==> src/rtl/core/hrfs_pkg.sv <==
// Shared types, widths and constants for the rod heat-step block.
`timescale 1ns / 1ps
package hrfs_pkg;

	localparam int unsigned TEMP_W       = 32;
	localparam int unsigned R_W          = 16;
	localparam int unsigned NC_W         = 10;
	localparam int unsigned IDX_W        = 9;
	localparam int unsigned OP_W         = 2;
	localparam int unsigned STEPS_W      = 32;
	localparam int unsigned CFG_IDX_W    = 2;
	localparam int unsigned CFG_DATA_W   = 32;
	localparam int unsigned MAX_NODES_DEF = 512;
	localparam int unsigned NC_MIN       = 3;
	localparam int unsigned QDEPTH       = 2;
	localparam int unsigned QAW          = $clog2(QDEPTH);

	localparam logic [R_W-1:0]    R_MAX       = 16'd32768;
	localparam logic [R_W-1:0]    FOURIER_RST = 16'd31588;
	localparam logic [TEMP_W-1:0] SOURCE_RST  = 32'd32768000;
	localparam logic [TEMP_W-1:0] AMBIENT_RST = 32'd19660800;
	localparam logic [NC_W-1:0]   NCOUNT_RST  = 10'd501;

	typedef enum logic [OP_W-1:0] {
		OP_INIT = 2'd0,
		OP_STEP = 2'd1,
		OP_READ = 2'd2,
		OP_NOP  = 2'd3
	} op_t;

	typedef enum logic [CFG_IDX_W-1:0] {
		REG_FOURIER = 2'd0,
		REG_SOURCE  = 2'd1,
		REG_AMBIENT = 2'd2,
		REG_NCOUNT  = 2'd3
	} reg_idx_t;

	typedef struct packed {
		op_t              op;
		logic [IDX_W-1:0] idx;
		logic             idx_err;
	} job_t;

	typedef struct packed {
		logic [R_W-1:0]    r;
		logic [TEMP_W-1:0] source;
		logic [TEMP_W-1:0] ambient;
	} cfg_view_t;

	typedef struct packed {
		logic [TEMP_W-1:0]  temperature;
		logic               index_error;
		logic [STEPS_W-1:0] steps_done;
	} result_t;

endpackage

==> src/rtl/core/hrfs_if.sv <==
// Channel interfaces: request, response and configuration write.
`timescale 1ns / 1ps
interface hrfs_req_if;
	logic                       valid;
	logic                       ready;
	logic [hrfs_pkg::OP_W-1:0]  operation;
	logic [hrfs_pkg::IDX_W-1:0] node_index;
	modport source(output valid, operation, node_index, input ready);
	modport sink(input valid, operation, node_index, output ready);
endinterface


==> src/rtl/core/hrfs_front.sv <==
// Front end: accepts request transactions and decodes them into jobs.
`timescale 1ns / 1ps
module hrfs_front #(
	parameter int unsigned MAX_NODES = hrfs_pkg::MAX_NODES_DEF,
	localparam int unsigned CW = $clog2(MAX_NODES + 1)
) (
	hrfs_req_if.sink          req,
	input  logic [CW-1:0]     n_use,
	input  logic              clearing,
	output logic              push_valid,
	input  logic              push_ready,
	output hrfs_pkg::job_t    push_data
);
	import hrfs_pkg::*;

	op_t op;

	assign op         = op_t'(req.operation);
	assign req.ready  = push_ready & ~clearing;
	assign push_valid = req.valid & ~clearing;

	always_comb begin
		push_data.op      = op;
		push_data.idx     = req.node_index;
		push_data.idx_err = (op == OP_READ) && (32'(req.node_index) >= 32'(n_use));
	end

endmodule

==> src/flat_wrapper.sv <==
// flat-port wrapper written by rule: the top's interface ports become plain ports
module hrfs_front_flat import hrfs_pkg::*;
#(
	parameter int unsigned MAX_NODES = hrfs_pkg::MAX_NODES_DEF,
	localparam int unsigned CW = $clog2(MAX_NODES + 1)
)
  (n_use, clearing, push_valid, push_ready, push_data, req_valid, req_operation, req_node_index, req_ready);
  hrfs_req_if req_i ();
  input  logic [CW-1:0] n_use;
  input  logic clearing;
  output logic push_valid;
  input  logic push_ready;
  output hrfs_pkg::job_t push_data;
  input wire logic [$bits(req_i.valid)-1:0] req_valid;
  input wire logic [$bits(req_i.operation)-1:0] req_operation;
  input wire logic [$bits(req_i.node_index)-1:0] req_node_index;
  output wire logic [$bits(req_i.ready)-1:0] req_ready;
  assign req_i.valid = req_valid;
  assign req_i.operation = req_operation;
  assign req_i.node_index = req_node_index;
  assign req_ready = req_i.ready;
  hrfs_front #(.MAX_NODES(MAX_NODES)) u_core (.req(req_i), .n_use(n_use), .clearing(clearing), .push_valid(push_valid), .push_ready(push_ready), .push_data(push_data));
endmodule
==> config.mk <==
export PLATFORM = sky130hd
export DESIGN_NAME = hrfs_front_flat
export DESIGN_NICKNAME = d
export VERILOG_FILES = /design/src/rtl/core/hrfs_pkg.sv /design/src/rtl/core/hrfs_if.sv /design/src/rtl/core/hrfs_front.sv /design/src/flat_wrapper.sv
export SDC_FILE = /design/constraint.sdc
export NUM_CORES = 1
export LEC_CHECK = 0
export BUFFER_PORTS_ARGS = -buffer_cell sky130_fd_sc_hd__clkbuf_2
export CAP_MARGIN = 15
export CORE_AREA = 2 2 39 41
export DETAILED_ROUTE_END_ITERATION = 7
export DIE_AREA = 0 0 41 43
export PLACE_DENSITY = 0.61
export SLEW_MARGIN = 20
export SYNTH_ARGS = -nofsm -noshare
export SYNTH_HDL_FRONTEND = slang
export SYNTH_SLANG_ARGS = --single-unit
==> constraint.sdc <==
create_clock -name vclk -period 1.2
set_clock_uncertainty 0.2 [all_clocks]
set_input_delay 0.12 -clock vclk [all_inputs]
set_output_delay 0.12 -clock vclk [all_outputs]
set_load 0.02 [all_outputs]
* Word level (Yosys, flattened, before mapping) *
Index checks and enable logic that the tools add are counted.

word-level totals
  output and inout port bits = 14
  input port bits = 24
  logic and storage cells = 6
  register bits = 0

operators by class
  bitwise gates (word level) = 3
  $lt $le $gt $ge = 1
  equality and inequality tests = 1
  reduce and logical (&&, ||, !) cells = 1

operators by type and width
  kind                  count
  $ge A9 B10 Y1         1
  $and A1 B1 Y1         2
  $eq A2 B2 Y1 const B  1
  $logic_and A1 B1 Y1   1
  $not A1 Y1            1

* Longest topological paths before layout *
  word-level depth = 2
  depth in mapped cells = 6

* Worst setup path before layout *
No wires, ideal clock.

  path type = input-to-output
  from = in req_node_index[0]
  to = out push_data[0] (netlist bit)
  stages = 6
  arrival = 1.117 ns
  path slack = -0.237 ns
  buffers on the path = 0
  required time = 0.880 ns
  path through = inv_1 -> ha_1 -> nand2b_1 -> a21oi_1 -> o221a_1 -> o21ai_1

RTL lines
  element             RTL line            RTL
  start: declaration  flat_wrapper.sv:16  input wire logic [$bits(req_i.node_index)-1:0] req_node_index;
  end: declaration    flat_wrapper.sv:13  output hrfs_pkg::job_t push_data;

==> reports/metrics.cfg <==
[cells_and_area]
area_delta_synth_final_pct=85.5
nets=108
final.fill_count=150
fin_area_um2=592
multiInputGateArea_um2=279
layout-drive-gt1-share_pct=71.2
seq_cells=0
fin_cells=89
num-clock-buffers=0
regArea_um2=0
diodes=0

[timing]
fin_ws_ns=-0.292
slew_headroom_pct=79.8
rsz0062_at_grt=yes
fin_crit_ns=1.49
worst_pin_slew_ns=0.302
max_clock_freq_mhz=670
drv_slew=0
setup_viol=1
fin_crit_sh_pct=124
tns_ns=-0.292
finalHoldViolations=0

[logic_synthesis]
synth_area_per_cell_um2=7.25
yosysUniqueCellTypes=12
yosys-top-cells-area=ha_1, buf_4, inv_1, a21oi_1, nor2b_1
ys_seq_area_share_pct=0
yosysTopAreaCell=ha_1
synth_top_area_share_pct=35.3
synth_area_um2=319
synthCells=44
postSynthNetCount=77
yosys_warnings=0

[detailed_routing]
drt_iter0_markers=3
drc=0
drt-pass1-iter-count=2
vias=378
drt_wl_total_um=721
viasPerCell=4.25
wire_per_inst_um=8.10
antenna_left=0

[global_routing]
grt_pass1_wl_um=1160
overflow=0
first_global_vias=327
antenna_found_initial=0
grt_max_degree=4
gr-usage-all-layers_pct=8.59

[critical_path]
path_class=input pin to output port
critical_path.cell_chain=buf_8 -> inv_4 -> ha_4 -> nand2b_4 -> a21oi_2 -> o221a_1 -> o21ai_4 -> buf_8
cpMostUsedCell=buf_8
cp_num_buf_inv=3
worstPathRequired_ns=0.88
slowest_delay_ns=0.27
crit_path_max_fanout=2
end_kind=output port
arrival_ns=1.17
crit_slowest_cell=o221a_1
cp_top_family=compound AO/OA/AOI/OAI gates
setup.worst_path.start_class=input pin

[power_and_ir_drop]
netSwitchingPower_mw=0.100
p_int_mw=0.112
p_seq_share_pct=0
switching_share_pct=47.3
combPwrFrac_pct=100.0
p_leak_nw=0.329
ir_worst_vdd_v=0.000139
power.share.clock_pct=0
power_density_nw_per_um2=359

[floorplanning]
core_um2=1380
fp-row-count=14
io-pin-count=38
die_h_um=43
die-area_um2=1760
initial_core_util_pct=23.1
die_width_um=41

[hold_path]
min-delay-start=req_operation[1]
hold_path_class=input pin to output port
min_delay_path_depth=2
min_to=push_data[11]

[placement]
place_congestion=0.601
placed_area_um2=526
placed_cells=89
port_buffers=38
dp.final_hpwl_um=681

[clock_network]
post-cts-setup-buffers=0

[run]
maxCapViolations=0

[status]
violations=setup timing
status=finished with violations

[final cells by class]
cell class	count	share of cell area [%]
inverter	9	6.13
timing repair buffer	40	43.3
tap	16	3.38
multi-input combinational	24	47.1
[placed cells by master (no fill, tap or decap)]
cell type / instances
inv_2: 3
a21oi_1: 3
nand4_1: 2
ha_4: 4
buf_4: 2
clkbuf_2: 31
buf_6: 5
inv_1: 5
nor2b_1: 3
o221a_1: 1
a21oi_2: 1
ha_1: 5
o21ai_2: 1
nor3b_1: 1
buf_8: 2
o21ai_4: 1
inv_4: 1
nand2b_4: 1
nand2_1: 1
[metal layers]
metal / global-route usage (%) / routed length (µm)
met5: 0 / 0
met4: 0 / 0
met3: 0 / 72
met2: 18.1 / 401
met1: 8.86 / 247
[stage by stage]
step                      power [mW]  worst slack (ns)  hold slack, ns  util [%]
after global placement         0.184            -0.342           0.266      38.0
after CTS                      0.194            -0.346           0.269      39.2
after floorplan                0.127           -0.0762           0.118         -
after detailed placement       0.188            -0.360           0.268      38.0
final                          0.212            -0.292           0.268      42.8
after global routing           0.235            -0.324           0.284      42.8
[Yosys cell counts (all sizes together)]
master  count
nand2       1
inv         9
nand2b      1
buf        11
o21ai       2
nor2b       3
a21oi       4
o221a       1
nor3b       1
nand4       2
ha          9
[power groups by stage]
| stage | logic, mW | clock network [mW] | registers [mW] |
|---|---|---|---|
| after global placement | 0.184 | 0 | 0 |
| after global routing | 0.235 | 0 | 0 |
| after CTS | 0.194 | 0 | 0 |
| after floorplan | 0.127 | 0 | 0 |
| final | 0.212 | 0 | 0 |
| after detailed placement | 0.188 | 0 | 0 |
[kinds of logic after synthesis]
family                   share of synthesized area [%]
AO/OA/AOI/OAI                                     12.9
adder cells (fa/ha/maj)                           35.3
buffers and inverters                             36.5
AND/OR/NAND/NOR                                   15.3
[worst max path at each step]
stage,cells past startpoint,endpoint,slack [ns],start
3_5_place_dp,8,push_data[0],-0.36,req_node_index[0]
2_1_floorplan,6,push_data[0],-0.08,req_node_index[0]
4_1_cts,8,push_data[0],-0.35,req_node_index[0]
3_3_place_gp,8,push_data[0],-0.34,req_node_index[0]
6_report,8,push_data[0],-0.29,req_node_index[0]
5_1_grt,8,push_data[0],-0.32,req_node_index[0]
[timing repair]
item                       CTS  global route
pin swaps                    1             5
gates resized for setup      3            15
gates cloned                 0             0
setup endpoints to repair    1             1
hold buffers                 0             0
(Power assumes the default switching activity.)
