File: config.mk
export PLATFORM = sky130hd
export DESIGN_NAME = hrfs_queue
export DESIGN_NICKNAME = d
export VERILOG_FILES = /design/src/rtl/core/hrfs_pkg.sv /design/src/rtl/core/hrfs_queue.sv
export SDC_FILE = /design/constraint.sdc
export NUM_CORES = 1
export LEC_CHECK = 0
export BUFFER_PORTS_ARGS = -buffer_cell sky130_fd_sc_hd__buf_2
export CORE_MARGIN = 2
export CORE_UTILIZATION = 55
export CTS_BUF_LIST = sky130_fd_sc_hd__clkbuf_8
export DETAILED_ROUTE_END_ITERATION = 12
export MAX_ROUTING_LAYER = met4
export PLACE_DENSITY = 0.83
export SKIP_LAST_GASP = 1
export SLEW_MARGIN = 40
export SYNTH_ARGS = -nofsm -noshare
export SYNTH_HDL_FRONTEND = slang
export SYNTH_SLANG_ARGS = --single-unit
File: constraint.sdc
create_clock -name clk -period 3.3 [get_ports clk]
set_clock_uncertainty 0.05 [all_clocks]
set_input_delay 0.495 -clock clk [delete_from_list [all_inputs] [get_ports clk]]
set_output_delay 0.495 -clock clk [all_outputs]
set_load 0.005 [all_outputs]
File: src/rtl/core/hrfs_pkg.sv
// Shared types, widths and constants for the rod heat-step block.
`timescale 1ns / 1ps
package hrfs_pkg;

	localparam int unsigned TEMP_W       = 32;
	localparam int unsigned R_W          = 16;
	localparam int unsigned NC_W         = 10;
	localparam int unsigned IDX_W        = 9;
	localparam int unsigned OP_W         = 2;
	localparam int unsigned STEPS_W      = 32;
	localparam int unsigned CFG_IDX_W    = 2;
	localparam int unsigned CFG_DATA_W   = 32;
	localparam int unsigned MAX_NODES_DEF = 512;
	localparam int unsigned NC_MIN       = 3;
	localparam int unsigned QDEPTH       = 2;
	localparam int unsigned QAW          = $clog2(QDEPTH);

	localparam logic [R_W-1:0]    R_MAX       = 16'd32768;
	localparam logic [R_W-1:0]    FOURIER_RST = 16'd31588;
	localparam logic [TEMP_W-1:0] SOURCE_RST  = 32'd32768000;
	localparam logic [TEMP_W-1:0] AMBIENT_RST = 32'd19660800;
	localparam logic [NC_W-1:0]   NCOUNT_RST  = 10'd501;

	typedef enum logic [OP_W-1:0] {
		OP_INIT = 2'd0,
		OP_STEP = 2'd1,
		OP_READ = 2'd2,
		OP_NOP  = 2'd3
	} op_t;

	typedef enum logic [CFG_IDX_W-1:0] {
		REG_FOURIER = 2'd0,
		REG_SOURCE  = 2'd1,
		REG_AMBIENT = 2'd2,
		REG_NCOUNT  = 2'd3
	} reg_idx_t;

	typedef struct packed {
		op_t              op;
		logic [IDX_W-1:0] idx;
		logic             idx_err;
	} job_t;

	typedef struct packed {
		logic [R_W-1:0]    r;
		logic [TEMP_W-1:0] source;
		logic [TEMP_W-1:0] ambient;
	} cfg_view_t;

	typedef struct packed {
		logic [TEMP_W-1:0]  temperature;
		logic               index_error;
		logic [STEPS_W-1:0] steps_done;
	} result_t;

endpackage

File: src/rtl/core/hrfs_queue.sv
// Short job queue between the front end and the execution engine.
`timescale 1ns / 1ps
module hrfs_queue (
	input  logic           clk,
	input  logic           arst_n,
	input  logic           push_valid,
	output logic           push_ready,
	input  hrfs_pkg::job_t push_data,
	output logic           pop_valid,
	input  logic           pop_ready,
	output hrfs_pkg::job_t pop_data
);
	import hrfs_pkg::*;

	job_t             entries_q [QDEPTH];
	logic [QAW-1:0]   wr_q;
	logic [QAW-1:0]   rd_q;
	logic [QAW:0]     cnt_q;
	logic             push;
	logic             pop;

	assign push_ready = (cnt_q != (QAW+1)'(QDEPTH));
	assign pop_valid  = (cnt_q != '0);
	assign pop_data   = entries_q[rd_q];
	assign push       = push_valid & push_ready;
	assign pop        = pop_valid & pop_ready;

	always_ff @(posedge clk or negedge arst_n) begin
		if (!arst_n) begin
			wr_q  <= '0;
			rd_q  <= '0;
			cnt_q <= '0;
		end else begin
			if (push) begin
				wr_q <= (wr_q == QAW'(QDEPTH - 1)) ? '0 : wr_q + 1'b1;
			end
			if (pop) begin
				rd_q <= (rd_q == QAW'(QDEPTH - 1)) ? '0 : rd_q + 1'b1;
			end
			if (push && !pop) begin
				cnt_q <= cnt_q + 1'b1;
			end else if (pop && !push) begin
				cnt_q <= cnt_q - 1'b1;
			end
		end
	end

	always_ff @(posedge clk) begin
		if (push) begin
			entries_q[wr_q] <= push_data;
		end
	end

endmodule

### Yosys cells after proc, flatten, opt, wreduce, memory -nomap -nowiden

Memory sizes are Yosys's and may differ from the RTL's.
Cells that the tools add are included.
Widths: inputs -> output; s select.

* equality and inequality tests: 1
* multiplexer cells: 6
* bitwise gates (word level): 2
* reduce and logical (&&, ||, !) cells: 6
* add/sub/neg operators: 4

Operators with widths (count)
* $mux 1: 4
* $mux 2: 2
* $reduce_bool 2->1: 2
* $add 1x1->1 const B: 2
* $add 2x1->2 const B: 1
* $and 1x1->1: 2
* $logic_and 1x1->1: 2
* $logic_not 1->1: 2
* $ne 2x2->1 const B: 1
* $sub 2x1->2 const B: 1

* output and inout port bits: 14
* memories kept: 1
* RAM bits: 24
* logic and storage cells: 23
* flip-flop bits (word level): 4

Memory list
* entries_q: depth 2, bits a word 12, read ports 1, clocked after Yosys merged registers in 0, write ports 1, RTL line hrfs_queue.sv:15 `job_t entries_q [QDEPTH];`

### Logic depth before layout (Yosys ltp)

* depth in word-level cells: 6
* gate-level depth with buffers: 7
* depth with buffers taken out: 7

### Least setup slack after synthesis

No wires, ideal clock.

* path kind: reg-to-reg
* start point: reg cnt_q[0]
* end point: mem entries_q[0][0] in the netlist's numbering (enable)
* stages on the path, launching flop included: 4
* setup slack: 1.704 ns
* arrival time: 1.166 ns
* clock period less this slack: 1.596 ns
* data required time: 2.870 ns
* cell sequence: dfrtp_1 nand2b_4 nand2_1 nor2_1

* cells in the longest elaborated chain, start to end: 4

RTL lines
* start: declaration: RTL line hrfs_queue.sv:18 `logic [QAW:0] cnt_q;`
* start signal: assignment: RTL line hrfs_queue.sv:41 `cnt_q <= cnt_q + 1'b1;`
* start signal: assignment: RTL line hrfs_queue.sv:43 `cnt_q <= cnt_q - 1'b1;`
* $ne 2x2->1: RTL line hrfs_queue.sv:22 `assign push_ready = (cnt_q != (QAW+1)'(QDEPTH));`
* named net push_ready: RTL line hrfs_queue.sv:7 `output logic push_ready,`
* $and 1x1->1: RTL line hrfs_queue.sv:25 `assign push = push_valid & push_ready;`
* $mux 1: RTL line hrfs_queue.sv:49 `if (push) begin`
* $mux 1 (implied by the code): RTL line hrfs_queue.sv:50 `entries_q[wr_q] <= push_data;`
* end: declaration: RTL line hrfs_queue.sv:15

The timed path passes the listed nets, and every way through them passes these cells.

==> metrics.md <==
| Metric | Value |
|---|---|
| Status | `completed` |
| First-pass GRT wire length | `2.042 mm` |
| Number of global-route vias before repair | `495` |
| Post-DP HPWL | `1.059 mm` |
| Share of cells above drive strength 1 | `55.68%` |
| Compound-Gate Fraction of Synth Area | `0%` |
| Total core area | `0.001902 mm2` |
| Final worst setup slack | `1.262 ns` |
| Die Y | `48.28 um` |
| Later-pin clock latency in the skew report | `0.26 ns` |
| Initial antenna violation count | `0` |
| Initial Utilization | `56.71%` |
| Reg2reg path depth | `3` |
| Final period util | `61.75%` |
| # IOs | `30` |
| Setup Buffers After CTS | `0` |
| Resize count post-CTS | `0` |
| Max-slew violation count | `0` |
| HP Class | `input pin to register` |
| Peak supply drop | `0.5974 mV` |
| Synth warn | `0` |
| Routed Wire Length | `1.505 mm` |
| Gpl congestion | `0.6735` |
| Area leader, netlist | `edfxtp_1` |
| Post-Route Setup TNS | `0 ns` |
| Routed via count | `550` |
| Post-layout power | `1.135 mW` |
| Gr ovfl total | `0` |
| Post-synth ARST share | `14.29%` |
| Antenna-violating nets left | `0` |
| Least-Margin Pin Slew | `0.6164 ns` |
| Max Fanout on Critical Path | `13` |
| Nets | `106` |
| Hold Vio Cnt, Final | `0` |
| Synthesis-to-layout area growth | `23.32%` |
| Diode count | `0` |
| CP required | `2.75 ns` |
| RSZ-0062 raised after global routing | `false` |
| Area share of and/or/nand/nor cells after synthesis | `4.756%` |
| DRC violations left | `0` |
| Fmax | `0.4907 GHz` |
| Final min period | `2.038 ns` |
| Synth top area cells | `edfxtp_1 67%, mux2_2 13%, dfrtp_1 9.3%` |
| Port bufs | `29` |
| Setup crit start kind | `register` |
| Leak | `0.5296 nW` |
| Die Footprint | `0.002331 mm2` |
| Setup-failing EPs final | `0` |
| Largest family of logic cells by synthesized area | `multiplexers` |
| Power per cell area | `853.6 mW/mm2` |
| Sequential area share after synthesis | `76.10%` |
| DP Worst Slack | `1.552 ns` |
| Synthesized flop and latch total | `28` |
| Net Count, Synth | `72` |
| Max-cap violations | `0` |
| Post-synthesis mux area share | `12.53%` |
| Root Buffer | `clkbuf_8` |
| Die width | `48.28 um` |
| WL/cell | `13.09 um` |
| Std-Cell Rows | `16` |
| Slew margin rel. | `58.86%` |
| Endpoint type of the worst setup path | `output port` |
| Aggregate global-route resource usage | `13.87%` |
| Top cells by count, synth | `24 x edfxtp_1, 12 x mux2_2, 4 x dfrtp_1, 3 x xnor2_1` |
| Fin area | `0.001330 mm2` |
| Post-Synth XOR/XNOR Area | `4.060%` |
| DR iter-0 viols | `7` |
| Post-synth top flop | `edfxtp_1` |
| Max clock buf depth | `2` |
| Synth top area share | `66.82%` |
| Gate Count Post-Synth | `55` |
| Area share of fa/ha/maj cells after synthesis | `1.160%` |
| Syn Std Cell Area | `0.001079 mm2` |
| Pin count of the biggest net entering global routing | `17` |
| Clock-pin slew on the worst setup and hold paths | `0.09 ns` |
| Critical path class | `register to output port` |
| Clock sinks | `28` |
| Worst Path Arrival | `1.49 ns` |
| CTS tree | `done` |
| Hold depth | `1` |
| Placed Area | `0.001249 mm2` |
| Routed vias/inst | `4.783` |
| Most frequent cell after synthesis | `edfxtp_1` |
| Pre-antenna DRT Iters | `4` |
| Post-synthesis cell type count | `14` |
| Post-Syn Area per Cell | `19.61 um2` |
| CTS Buf Count | `3` |
| H-tree Lvls | `1` |
| Post-synth EDFFs | `24` |
-- sequential cells by signal (all words and copies together), names as in the netlist --
signal,flops
cnt_q,2
rd_q,1
entries_q,24
wr_q,1
-- critical path, stage by stage, from the launching register on --
cell and delay [ns]:
dfrtp_1 0.70, mux2_2 0.40, buf_2 0.13
-- final cells by class --
type                    count  area [um2]
clock buffers               3       41.29
multi-input cells          25       245.2
fillers                   139       571.8
inverters                   1       3.754
clock inverters             1       30.03
repair buffers             30       155.1
well taps                  27       33.78
flip-flops and latches     28       820.8
-- power breakdown --
part	switching [mW]	internal (mW)	leakage [nW]	total, mW
sequential	0.0685	0.491	0.270	0.560
clock	0.0952	0.162	0.0357	0.257
combinational	0.132	0.186	0.224	0.318
-- routing by layer --
layer | up-vias | track usage, % | wire length (um)
met1 | 265 | 15.33 | 651
met2 | 14 | 23.42 | 794
met5 | - | - | 0
li1 | 269 | - | -
met3 | 2 | 3.333 | 52
met4 | 0 | 6.486 | 6
-- cells in the final DEF, fill, tap and decap left out, drive strengths merged --
cell / n
nand2b: 1
ha: 1
dfrtp: 4
buf: 29
xnor2: 3
xor2: 2
mux2: 12
bufinv: 1
nand2: 2
clkbuf: 3
nor2: 2
and3: 1
edfxtp: 24
or2: 1
dlygate4sd3: 1
inv: 1
-- stage by stage --
step | hold slack, ns | instances | util, %
finish | 0.3652 | 115 | 69.93
global route | 0.3552 | 115 | 69.93
global placement | 0.2543 | 110 | 65.53
floorplan | 0.1494 | 55 | -
CTS | 0.3586 | 115 | 69.93
detailed placement | 0.2579 | 110 | 65.66
-- worst paths after layout --
| check | start | slack [ns] | endpoint |
|---|---|---|---|
| setup / recovery | rd_q | 1.26 | pop_data[5] |
| hold / removal | push_data[8] | 0.37 | entries_q[1][8] |
| setup reg to reg | cnt_q[0] | 1.71 | entries_q[0][0] |
| hold reg to reg | wr_q | 0.47 | wr_q |
| max in group asynchronous | arst_n | 2.58 | cnt_q[0] |
| min in group asynchronous | arst_n | 0.50 | wr_q |
-- cell families (layout without fill, tap and decap cells) --
family / after synthesis / count (layout)
adder cells (fa/ha/maj): 1 / 1
AND/OR/NAND/NOR: 7 / 7
flip-flops: 28 / 28
multiplexers: 12 / 12
buffers and inverters: 2 / 35
XOR/XNOR: 5 / 5
-- timing repair --
| item | in CTS | in global routing |
|---|---|---|
| endpoints found under the setup margin | 0 | 0 |
| hold buffers | 1 | 0 |
| endpoints found under the hold margin | 4 | 0 |
Note: power is estimated with default switching activity, not from simulation.
